$ cat src/rtl/core/b64_pkg.sv
// ----------------------------------------------------------------------------
// b64_pkg: shared types, constants and alphabet helpers
// Result record, codec state and the standard Base64 alphabet mapping.
// ----------------------------------------------------------------------------
package b64_pkg;

  localparam int NumRes = 4;               // most results one request can cause
  localparam int CntW   = $clog2(NumRes + 1);

  localparam logic [7:0] PadChar = 8'h3D;  // '='

  localparam logic [0:0] DirEncode = 1'b0;
  localparam logic [0:0] DirDecode = 1'b1;

  typedef struct packed {
    logic [7:0] data;
    logic       ok;    // data present, low for an empty end marker
    logic       eor;   // last result of the message
    logic       bad;   // input character outside the alphabet
  } b64_res_t;

  typedef struct packed {
    logic [1:0] phase;
    logic [7:0] carry;
  } b64_state_t;

  // sextet to alphabet character
  function automatic logic [7:0] sextet_char(input logic [5:0] s);
    logic [7:0] w;
    w = {2'b00, s};
    if (s < 6'd26)      sextet_char = w + 8'h41;          // 'A'
    else if (s < 6'd52) sextet_char = w - 8'd26 + 8'h61;  // 'a'
    else if (s < 6'd62) sextet_char = w - 8'd52 + 8'h30;  // '0'
    else if (s == 6'd62) sextet_char = 8'h2B;             // '+'
    else                sextet_char = 8'h2F;              // '/'
  endfunction

  // character to sextet; bit 6 flags a character outside the alphabet
  function automatic logic [6:0] char_sextet(input logic [7:0] c);
    logic [7:0] d;
    d = 8'h00;
    char_sextet = 7'h40;
    if (c >= 8'h41 && c <= 8'h5A) begin
      d = c - 8'h41;
      char_sextet = {1'b0, d[5:0]};
    end else if (c >= 8'h61 && c <= 8'h7A) begin
      d = c - 8'h61 + 8'd26;
      char_sextet = {1'b0, d[5:0]};
    end else if (c >= 8'h30 && c <= 8'h39) begin
      d = c - 8'h30 + 8'd52;
      char_sextet = {1'b0, d[5:0]};
    end else if (c == 8'h2B) begin
      char_sextet = {1'b0, 6'd62};
    end else if (c == 8'h2F) begin
      char_sextet = {1'b0, 6'd63};
    end
  endfunction

endpackage

$ cat src/rtl/core/b64_step.sv
// ----------------------------------------------------------------------------
// b64_step: single-pass codec step
// Maps one request and the current state to its results and next state.
// ----------------------------------------------------------------------------
module b64_step (
  input  logic                                   dir,
  input  b64_pkg::b64_state_t                    st,
  input  logic [7:0]                             data_in,
  input  logic                                   is_last,
  output b64_pkg::b64_res_t [b64_pkg::NumRes-1:0] res,
  output logic [b64_pkg::CntW-1:0]               cnt,
  output b64_pkg::b64_state_t                    st_nxt
);
  import b64_pkg::*;

  logic [6:0]       dec;
  logic [5:0]       v;
  logic             bad;
  b64_state_t       ns;
  logic [7:0]       chr [NumRes];
  logic             okv;
  logic [CntW-1:0]  n;

  always_comb begin
    ns  = st;
    n   = '0;
    okv = 1'b1;
    for (int i = 0; i < NumRes; i++) chr[i] = PadChar;
    dec = char_sextet(data_in);
    v   = dec[5:0];
    bad = 1'b0;

    if (dir == DirEncode) begin
      case (st.phase)
        2'd1: begin
          chr[0]   = sextet_char({2'b00, data_in[7:4]} | st.carry[5:0]);
          ns.carry = {2'b00, data_in[3:0], 2'b00};
          ns.phase = 2'd2;
          n        = CntW'(1);
        end
        2'd2: begin
          chr[0]   = sextet_char({4'h0, data_in[7:6]} | st.carry[5:0]);
          chr[1]   = sextet_char(data_in[5:0]);
          ns.carry = 8'h00;
          ns.phase = 2'd0;
          n        = CntW'(2);
        end
        default: begin
          chr[0]   = sextet_char(data_in[7:2]);
          ns.carry = {2'b00, data_in[1:0], 4'h0};
          ns.phase = 2'd1;
          n        = CntW'(1);
        end
      endcase
      if (is_last) begin
        // flush leftover bits, pad the group to four characters
        if (ns.phase == 2'd1) begin
          chr[1] = sextet_char(ns.carry[5:0]);
          n      = CntW'(4);
        end else if (ns.phase == 2'd2) begin
          chr[1] = sextet_char(ns.carry[5:0]);
          n      = CntW'(3);
        end
      end
    end else begin
      if (data_in != PadChar) begin
        if (dec[6]) begin
          v   = 6'd0;
          bad = 1'b1;
        end
        case (st.phase)
          2'd0: begin
            ns.carry = {v, 2'b00};
            ns.phase = 2'd1;
          end
          2'd1: begin
            chr[0]   = st.carry | {6'd0, v[5:4]};
            ns.carry = {v[3:0], 4'h0};
            ns.phase = 2'd2;
            n        = CntW'(1);
          end
          2'd2: begin
            chr[0]   = st.carry | {4'd0, v[5:2]};
            ns.carry = {v[1:0], 6'd0};
            ns.phase = 2'd3;
            n        = CntW'(1);
          end
          default: begin
            chr[0]   = st.carry | {2'd0, v};
            ns.carry = 8'h00;
            ns.phase = 2'd0;
            n        = CntW'(1);
          end
        endcase
      end
      // empty end marker
      if (is_last && n == '0) begin
        chr[0] = 8'h00;
        okv    = 1'b0;
        n      = CntW'(1);
      end
    end

    if (is_last) ns = '0;

    for (int i = 0; i < NumRes; i++) begin
      res[i].data = chr[i];
      res[i].ok   = (i == 0) ? okv : 1'b1;
      res[i].eor  = is_last && (n == CntW'(i + 1));
      res[i].bad  = bad;
    end
    cnt    = n;
    st_nxt = ns;
  end

endmodule

$ cat src/rtl/core/b64_obuf.sv
// ----------------------------------------------------------------------------
// b64_obuf: result buffer
// Holds the results of one request and shifts them out one per cycle while pop is high.
// ----------------------------------------------------------------------------
module b64_obuf (
  input  logic                                   clk,
  input  logic                                   rst_n,
  input  logic                                   load,
  input  b64_pkg::b64_res_t [b64_pkg::NumRes-1:0] load_res,
  input  logic [b64_pkg::CntW-1:0]               load_cnt,
  input  logic                                   pop,
  output b64_pkg::b64_res_t                      head,
  output logic [b64_pkg::CntW-1:0]               cnt
);
  import b64_pkg::*;

  b64_res_t [NumRes-1:0] res_r, res_nxt;
  logic [CntW-1:0]       cnt_r, cnt_nxt;

  always_comb begin
    res_nxt = res_r;
    cnt_nxt = cnt_r;
    if (load) begin
      res_nxt = load_res;
      cnt_nxt = load_cnt;
    end else if (pop) begin
      for (int i = 0; i < NumRes - 1; i++) res_nxt[i] = res_r[i + 1];
      cnt_nxt = cnt_r - CntW'(1);
    end
  end

  always_ff @(posedge clk) begin
    res_r <= res_nxt;
    if (!rst_n) begin
      cnt_r <= '0;
    end else begin
      cnt_r <= cnt_nxt;
    end
  end

  assign head = res_r[0];
  assign cnt  = cnt_r;

endmodule

$ cat src/rtl/core/base64_codec.sv
// ----------------------------------------------------------------------------
// base64_codec: streaming Base64 encoder / decoder, standard alphabet
// Output: first result of a request shows on the outputs in the cycle after it
//   is accepted; further results follow one per cycle while out_stall is low.
// Flow: a new request is taken once the single output port has drained the
//   result buffer, or as its last pending result leaves.
// Reset: synchronous active-low rst_n clears direction, phase, carry and the
//   buffer count; no clearing pass.
// ----------------------------------------------------------------------------
module base64_codec (
  input  logic       clk,
  input  logic       rst_n,
  // configuration: direction, 0 encode, 1 decode
  input  logic       cfg_valid,
  output logic       cfg_ready,
  input  logic       cfg_direction,
  // request channel
  input  logic       in_valid,
  output logic       in_stall,
  input  logic [7:0] in_data_in,
  input  logic       in_is_last,
  // result channel
  output logic       out_valid,
  input  logic       out_stall,
  output logic [7:0] out_data_out,
  output logic       out_out_valid,
  output logic       out_end_of_run,
  output logic       out_bad_char
);
  import b64_pkg::*;

  logic                  dir_r, dir_nxt;
  b64_state_t            st_r, st_nxt, st_step;
  b64_res_t [NumRes-1:0] step_res;
  logic [CntW-1:0]       step_cnt;
  b64_res_t              head;
  logic [CntW-1:0]       buf_cnt;
  logic                  pop, in_acc, cfg_acc;

  // Step logic: phase/carry and the byte or character in, all results out.
  b64_step u_step (
    .dir     (dir_r),
    .st      (st_r),
    .data_in (in_data_in),
    .is_last (in_is_last),
    .res     (step_res),
    .cnt     (step_cnt),
    .st_nxt  (st_step)
  );

  // Output side: buffer drains one result a cycle under out_stall.
  assign out_valid = (buf_cnt != '0);
  assign pop       = out_valid && !out_stall;

  // A new request is taken once the buffer empties, or in the very cycle its
  // last pending result leaves, so single-result requests stream each cycle.
  // An offered configuration write holds requests off, so the two never
  // share an edge.
  assign in_stall  = cfg_valid ||
                     !((buf_cnt == '0) || (buf_cnt == CntW'(1) && !out_stall));
  assign in_acc    = in_valid && !in_stall;

  // Configuration only while nothing is pending.
  assign cfg_ready = (buf_cnt == '0);
  assign cfg_acc   = cfg_valid && cfg_ready;

  always_comb begin
    dir_nxt = dir_r;
    st_nxt  = st_r;
    if (cfg_acc) begin
      dir_nxt = cfg_direction;
      st_nxt  = '0;                  // direction change restarts the group
    end else if (in_acc) begin
      st_nxt  = st_step;
    end
  end

  always_ff @(posedge clk) begin
    if (!rst_n) begin
      dir_r <= DirEncode;
      st_r  <= '0;
    end else begin
      dir_r <= dir_nxt;
      st_r  <= st_nxt;
    end
  end

  b64_obuf u_obuf (
    .clk      (clk),
    .rst_n    (rst_n),
    .load     (in_acc && !cfg_acc),
    .load_res (step_res),
    .load_cnt (step_cnt),
    .pop      (pop),
    .head     (head),
    .cnt      (buf_cnt)
  );

  assign out_data_out   = head.data;
  assign out_out_valid  = head.ok;
  assign out_end_of_run = head.eor;
  assign out_bad_char   = head.bad;

endmodule

$ cat config.mk
export PLATFORM = sky130hd
export DESIGN_NAME = base64_codec
export DESIGN_NICKNAME = d
export VERILOG_FILES = /design/src/rtl/core/b64_pkg.sv /design/src/rtl/core/b64_step.sv /design/src/rtl/core/b64_obuf.sv /design/src/rtl/core/base64_codec.sv
export SDC_FILE = /design/constraint.sdc
export NUM_CORES = 1
export LEC_CHECK = 0
export ABC_CLOCK_PERIOD_IN_PS = 7600
export BUFFER_PORTS_ARGS = -buffer_cell sky130_fd_sc_hd__buf_4
export CAP_MARGIN = 20
export CORE_MARGIN = 5
export CORE_UTILIZATION = 60
export DETAILED_ROUTE_END_ITERATION = 10
export PLACE_DENSITY_LB_ADDON = 0.1
export REMOVE_ABC_BUFFERS = 1
export SLEW_MARGIN = 20
export SYNTH_ARGS = -nofsm -noshare
export SYNTH_HDL_FRONTEND = slang
export SYNTH_SLANG_ARGS = --single-unit
$ cat constraint.sdc
create_clock -name clk -period 7.6 [get_ports clk]
set_input_delay 0.38 -clock clk [delete_from_list [all_inputs] [get_ports clk]]
set_output_delay 0.38 -clock clk [all_outputs]
set_load 0.02 [all_outputs]
# After elaboration in Yosys (flattened, before gate mapping)

Cells that the tools add are included.

Add/subtract/negate cells: 31
Multiply operators: 0
Divide/modulo/power cells: 0
$lt $le $gt $ge: 21
Eq/ne operators: 18
Shifts and indexed selects: 0
Multiplexer cells: 62
Bitwise logic cells: 6
Reductions and logical operators: 26

Operators with widths:

| cell                                                                                 | number |
|---|---|
| 8-bit two-way mux                                                                    | 23 |
| 6-bit less-than comparator (second input constant)                                   | 10 |
| 24-bit two-way mux                                                                   | 2 |
| 6-bit by 7-bit adder with 8-bit output (second input constant)                       | 5 |
| 8-bit by 6-bit adder with 8-bit output (second input constant)                       | 5 |
| 8-bit by 7-bit adder with 8-bit output (second input constant)                       | 5 |
| 10-bit two-way mux                                                                   | 4 |
| 3-bit two-way mux                                                                    | 13 |
| 7-bit two-way mux                                                                    | 5 |
| 6-bit by 5-bit subtractor with 7-bit output (second input constant)                  | 5 |
| 6-bit by 6-bit subtractor with 7-bit output (second input constant)                  | 5 |
| 6-bit == test (second input constant)                                                | 5 |
| 6-bit by 5-bit less-than comparator with 1-bit output (second input constant)        | 5 |
| 10-bit one-hot mux with 3 select lines                                               | 1 |
| 8-bit one-hot mux with 3 select lines                                                | 1 |
| 10-bit one-hot mux with 2 select lines                                               | 1 |
| 6-bit two-way mux                                                                    | 3 |
| 8-bit by 6-bit == test with 1-bit output (second input constant)                     | 2 |
| 8-bit by 7-bit greater-or-equal comparator with 1-bit output (second input constant) | 2 |
| 8-bit by 7-bit <= comparator with 1-bit output (second input constant)               | 2 |
| 8-bit one-hot mux with 2 select lines                                                | 1 |
| 1-bit logical AND                                                                    | 13 |
| 6-bit subtractor (second input constant)                                             | 2 |
| 8-bit by 6-bit greater-or-equal comparator with 1-bit output (second input constant) | 1 |
| 28 further kinds                                                                     | 43 |

Register bits after elaboration: 39
Bits in latches: 0
Memory bits (writable): 0
ROM bits: 0
Input port bits: 15
Output and inout bits: 14
Word-level logic and storage cells: 179
Memories kept: 0

# Longest topological paths before layout

Depth in word-level cells: 15
Mapped depth: 13
Depth with buffers taken out: 12

# Cells and area by module

From an unflattened synthesis, not the netlist that was laid out.

Cell total of the unflattened synthesis: 764
Area total of the unflattened synthesis: 6532.5 um^2

By module, submodules not included:

| module       | times used | cells an instance | area an instance (um^2) | sequential area each (um^2) |
|---|---|---|---|---|
| b64_step     | 1          | 596               | 4048.9                  | 0.0 |
| b64_obuf     | 1          | 111               | 1973.1                  | 1381.3 |
| base64_codec | 1          | 57                | 510.5                   | 220.2 |

# Worst setup path before layout

Ideal clock, no wire load.

Path kind: register to register
Start point: register u_obuf.cnt_r[0] (netlist: u_obuf.cnt[0])
End point: register u_obuf.res_r, in the netlist u_obuf.head[0] (enable)
Setup time: 435 ps
Data arrival time: 2653 ps
Required time: 7165 ps
Setup slack: 4512 ps
Cell stages (with the launch flop): 6
Path buffers: 1
Clock period less this slack: 3088 ps
Cell sequence: dfxtp_1 inv_1 ha_1 nor2b_1 clkbuf_1 o21ai_0

Elaborated cells between the ends (all ways): 14
Those cells by class: 1 x eq/ne; 13 x reduce/logical

RTL lines:

| item                           | line               | text |
|---|---|---|
| start, declared                | b64_obuf.sv:18     | `logic [CntW-1:0] cnt_r, cnt_nxt;` |
| start signal, assigned         | b64_obuf.sv:37     | `cnt_r <= cnt_nxt;` |
| 3-bit zero test *              | base64_codec.sv:64 | `assign cfg_ready = (buf_cnt == '0);` |
| net cfg_ready                  | base64_codec.sv:15 | `output logic cfg_ready,` |
| 1-bit logical OR               | base64_codec.sv:60 | `!((buf_cnt == '0) \|\| (buf_cnt == CntW'(1) && !out_stall));` |
| 1-bit zero test                | base64_codec.sv:60 |  |
| 1-bit logical OR               | base64_codec.sv:59 | `assign in_stall = cfg_valid \|\|` |
| 1-bit zero test                | base64_codec.sv:61 | `assign in_acc = in_valid && !in_stall;` |
| 1-bit logical AND              | base64_codec.sv:61 |  |
| 1-bit logical AND *            | base64_codec.sv:91 | `.load (in_acc && !cfg_acc),` |
| 2-bit nonzero test (no line) * | n/a                |  |
| end signal, assigned           | b64_obuf.sv:33     | `res_r <= res_nxt;` |
| end, declared                  | b64_obuf.sv:17     | `b64_res_t [NumRes-1:0] res_r, res_nxt;` |

The timed path passes the listed nets; every way through them passes the cells marked *.
A chain may end at the register's enable or synchronous reset.

# Worst setup path after layout

Start point: register st_r[9] (netlist bit)
End point: register u_obuf.res_r[20] (netlist bit), data pin

Cells in the longest elaborated chain, start to end: 13
Elaborated cells between the ends (all ways): 23
Those cells by class: 5 x add/sub; 3 x order compare; 4 x eq/ne; 11 x mux

Ends and longest elaborated chain:

| item                                                                      | line               | text |
|---|---|---|
| start, declared                                                           | base64_codec.sv:33 | `b64_state_t st_r, st_nxt, st_step;` |
| start signal, assigned                                                    | base64_codec.sv:84 | `st_r <= st_nxt;` |
| 2-bit == test or 2-bit by 1-bit == test with 1-bit output (tied branches) | b64_step.sv:34     | `case (st.phase)` |
| 10-bit one-hot mux with 2 select lines                                    | b64_step.sv:34     |  |
| 10-bit two-way mux                                                        | b64_step.sv:33     | `if (dir == DirEncode) begin` |
| 6-bit by 6-bit subtractor with 7-bit output                               | b64_pkg.sv:33      | `else if (s < 6'd62) sextet_char = w - 8'd52 + 8'h30;` |
| 8-bit by 6-bit adder with 8-bit output                                    | b64_pkg.sv:33      |  |
| 8-bit two-way mux                                                         | b64_pkg.sv:33      |  |
| 8-bit two-way mux                                                         | b64_pkg.sv:32      | `else if (s < 6'd52) sextet_char = w - 8'd26 + 8'h61;` |
| 8-bit two-way mux                                                         | b64_pkg.sv:31      | `if (s < 6'd26) sextet_char = w + 8'h41;` |
| 8-bit two-way mux                                                         | b64_step.sv:60     | `end else if (ns.phase == 2'd2) begin` |
| 8-bit two-way mux                                                         | b64_step.sv:57     | `if (ns.phase == 2'd1) begin` |
| 8-bit two-way mux *                                                       | b64_step.sv:55     | `if (is_last) begin` |
| 8-bit two-way mux *                                                       | b64_step.sv:33     |  |
| 24-bit two-way mux *                                                      | b64_obuf.sv:23     | `if (load) begin` |

Every way passes the cells marked *; elsewhere a longest branch is shown, timed or not. The select of a mux whose other input is x is not followed.

==> results by stage <==
Place:
- The global placer's final weighted congestion is between 0.9 and 1.
- Detailed placement ended at an HPWL of about 12 mm.
- Before CTS, the worst setup slack after placement is approximately 4300 ps.
- The instance area at placement is 5283 um^2.
- During placement, the flow inserted port buffers numbering 28.

Floorplanning:
- The standard cell core area is between 8000 and 9000 um^2.
- The die covers around 11000 um^2.
- The die is 102.7 um tall.
- During I/O placement, the number of pins put on the boundary was 29.
- The starting density of the core is 62.08%.
- The number of cell rows is 33.
- Measured along the x axis, the die boundary spans 102.7 um.

Route:
- The average routed wire per standard cell is 19.82 um.
- The first detailed-routing pass ran for 7 iterations.
- The aggregate routed wire length is 15.38 mm.
- The remaining antenna violation count is 0.
- The number of vias in the routed layout is 5212.
- The starting DRC count in detailed routing is ~510.
- The final routed DRC violation total is 0.
- The routed via count divided by cell count is roughly 6.7.

Yosys:
- Among all flip-flop cells after synthesis, the most frequent one is sky130_fd_sc_hd__edfxtp_1.
- The number of enable flip-flop cells after synthesis is 25.
- The async set-or-reset flop fraction in the synthesized netlist is 0%.
- After synthesis, the netlist uses 75 different library cells.
- The post-synthesis share of cell area spent on xor and xnor gates is under 10%.
- Yosys attributes the largest share of cell area to sky130_fd_sc_hd__edfxtp_1, sky130_fd_sc_hd__ha_1, sky130_fd_sc_hd__nand2_1, sky130_fd_sc_hd__a21oi_1, sky130_fd_sc_hd__dfxtp_1.
- The post-synthesis share of cell area spent on full adders, half adders and majority gates is about an eighth.
- In the synthesized netlist, the cells that appear most often are sky130_fd_sc_hd__nand2_1, sky130_fd_sc_hd__a21oi_1, sky130_fd_sc_hd__ha_1, sky130_fd_sc_hd__nor2_1, sky130_fd_sc_hd__o21ai_0.
- A synthesized cell averages 7.533 um^2.
- The synthesized-area fraction occupied by ao, oa, aoi and oai cells is 28.73%.
- Of all cell types, the one taking the most synthesized area is sky130_fd_sc_hd__edfxtp_1.
- The synthesized design contains 37 register bits.
- Of the post-synthesis cell area, the part taken by muxes is under 10%.
- After technology mapping, the gate count stands at 684.
- Sequential cells were found to cover 19.23% of the synthesized design area.
- The main combinational cell family by area after synthesis is compound AO/OA/AOI/OAI gates.
- The synthesis warning total is 0.
- The area share of the leading cell type in the synthesized netlist is 14.57%.
- The synthesized netlist devotes 21.56% of its cell area to simple gates.
- The total standard cell area after synthesis is 5152 um^2.
- sky130_fd_sc_hd__nand2_1 is the most common cell in the netlist.

Global routing:
- Global routing consumed, over all layers together, roughly 30% of the routing resources.
- The via count of the first global-routing pass was 4879.
- The wire length of the first global-routing pass is around 25 mm.
- The residual overflow from global routing is 0.
- The initial antenna violation count is 0.
- Entering global routing, the biggest net connects 27 pins.

CTS:
- The clock reaches the later pin of the worst-skew pair after 290 ps.
- The maximum number of buffers from clock root to sink is 2.
- The total clock sinks is 37.
- The count of H-tree levels built during CTS is 2.
- The CTS tree is done.
- Buffers inserted during clock tree synthesis total 5.
- Clock-pin slew was measured on the worst setup and hold paths at around 70 ps.
- In this run the clock root is driven by a sky130_fd_sc_hd__clkbuf_8.
- The count of hold buffers inserted by post-cts repair is 0.
- The post-cts sizing count is 0.
- After clock tree synthesis, the setup repair step added 0 buffers.

Critical path:
- The critical path arrival is 3180 ps.
- The category of the most critical setup path is flop to flop.
- The top fanout value on the critical path is 24.
- The critical path starts at st_r[9].
- STA classifies the critical path startpoint as a flop.
- The required arrival time at the worst endpoint is 7630 ps.
- STA classifies the critical path endpoint as a flop.
- The origin of the critical flop-to-flop path is st_r[9].

STA:
- Subtracting the final worst setup slack from the clock period gives 3145 ps.
- The worst pin sits at a relative slew slack of approximately 40%.
- Between clock sinks in the finished design, the worst skew comes to 10.11 ps.
- In the final timing run, aggregate negative setup slack is 0 ps.
- Timing would allow up to 0.3180 GHz.
- The number of endpoints failing setup at the final stage is 0.
- The total count of hold-check failures in the final report is 0.
- In the post-route analysis, the smallest setup slack over all paths is 4455 ps.
- The number of max-slew violations in the final report is 0.
- At the pin with the least slew margin, the transition time is 879.1 ps.
- The share of the clock period used by the worst path after layout is between 40% and 50%.
- Setup repair after global routing left no endpoint under its margin.

Pwr:
- The internal portion of the total power is 555.2 uW.
- The analysis attributes to net switching a power of 401.5 uW.
- The power per cell area is 177.5 nW/um^2.
- The standby leakage power is ~2.1 nW.
- The clock network fraction of total power is 17.6%.
- The worst-case IR drop observed on VDD is 105.8 uV.
- Sequential cells burn 34.2% of the power.
- In this run switching power makes up 41.97% of total power.
- The share of total power in combinational logic is approximately half.

Finish:
- Compared with the post-synthesis result, the final layout area differs by 4.590%.
- The count of antenna diodes in the layout is 0.
- Of the cells placed in the final design, the portion with a size suffix greater than 1 is 7.750%.
- For this run, the post-layout net count is ~740.
- The cell area after layout is 5389 um^2.

Min path:
- The classification of the worst-slack hold path is input pin to flop.
- The hold path startpoint is cfg_direction.

Flow run:
- The number of maximum-capacitance violations is 0.

Status:
- The run finished with clean final reports.
path summary, 6_finish.rpt:
kind | end | slack [ps] | cells after the start
setup / recovery | u_obuf.res_r[20] | 4460 | 10
setup reg to reg | u_obuf.res_r[20] | 4460 | 10
hold reg to reg | st_r[7] | 500 | 2
hold / removal | dir_r | 360 | 3
kinds of logic (layout without fill, tap and decap cells):
logic type                 count (synthesis)  in the layout
xor gates and xnor gates                  51             51
and+or+nand+nor                          234            234
AOI/OAI and AO/OA                        213            213
adders and majority gates                 54             54
DFF                                       37             37
muxes                                      6              6
buffers and inverters                     89             76
placed cells by master, fill, tap and decap left out, types with 12 or more instances in the layout:
master | synthesis | layout
sky130_fd_sc_hd__a21oi_1 | 55 | 55
sky130_fd_sc_hd__a31oi_1 | 13 | 13
sky130_fd_sc_hd__buf_4 | 10 | 32
sky130_fd_sc_hd__dfxtp_1 | 12 | 12
sky130_fd_sc_hd__edfxtp_1 | 25 | 25
sky130_fd_sc_hd__ha_1 | 54 | 54
sky130_fd_sc_hd__inv_1 | 35 | 35
sky130_fd_sc_hd__nand2_1 | 91 | 91
sky130_fd_sc_hd__nand3_1 | 18 | 18
sky130_fd_sc_hd__nor2_1 | 44 | 44
sky130_fd_sc_hd__nor3_1 | 17 | 17
sky130_fd_sc_hd__o211ai_1 | 13 | 13
sky130_fd_sc_hd__o21ai_0 | 37 | 36
sky130_fd_sc_hd__xnor2_1 | 27 | 27
sky130_fd_sc_hd__xor2_1 | 24 | 24
power by group through the flow:
stage / registers, mW / clock network, mW / logic (mW)
3_3_place_gp: 0.329 / 0 / 0.447
4_1_cts: 0.326 / 0.168 / 0.458
5_1_grt: 0.331 / 0.177 / 0.507
3_5_place_dp: 0.330 / 0 / 0.455
2_1_floorplan: 0.353 / 0 / 0.266
6_report: 0.327 / 0.168 / 0.462
sequential cells by signal, indices dropped and copies added, names as in the netlist:
| name | count |
|---|---|
| dir_r | 1 |
| st_r | 8 |
| u_obuf.cnt | 3 |
| u_obuf.head | 11 |
| u_obuf.res_r | 14 |
worst max-delay path: stages (launching register included):
cell	delay, ps
sky130_fd_sc_hd__dfxtp_1	380
sky130_fd_sc_hd__inv_1	90
sky130_fd_sc_hd__ha_1	810
sky130_fd_sc_hd__nand3_1	290
sky130_fd_sc_hd__inv_1	170
sky130_fd_sc_hd__nand2_1	110
sky130_fd_sc_hd__o21a_1	250
sky130_fd_sc_hd__or2_2	320
sky130_fd_sc_hd__ha_1	260
sky130_fd_sc_hd__o21ai_0	150
sky130_fd_sc_hd__a21oi_1	50
cell type report:
| cell class | count | area, um^2 |
|---|---|---|
| Clock buffer | 6 | 72.57 |
| Clock inverter | 2 | 33.78 |
| Fill cell | 749 | 2910 |
| Inverter | 36 | 135.1 |
| Multi-Input combinational cell | 558 | 3785 |
| Sequential cell | 37 | 991.0 |
| Tap cell | 105 | 131.4 |
| Timing Repair Buffer | 32 | 240.2 |
per-stage QoR:
stage	hold WS [ps]	util (%)	total power, mW	std cells
2_1_floorplan	446.9	-	0.6190	631
3_3_place_gp	491.1	63.56	0.7759	768
3_5_place_dp	488.6	63.65	0.7851	768
4_1_cts	365.4	64.93	0.9513	776
5_1_grt	397.3	64.93	1.015	776
6_report	362.2	64.93	0.9567	776
metal layers:
metal	routed length (um)	track usage [%]	up-vias	part of all wire, %
met5	0	0	-	0
met4	722	12.31	0	4.7
met3	1433	4.263	62	9.3
met2	6949	47.57	285	45
met1	6278	40.40	2395	41
li1	-	-	2470	-
Note: power is estimated with default switching activity, not from simulation.
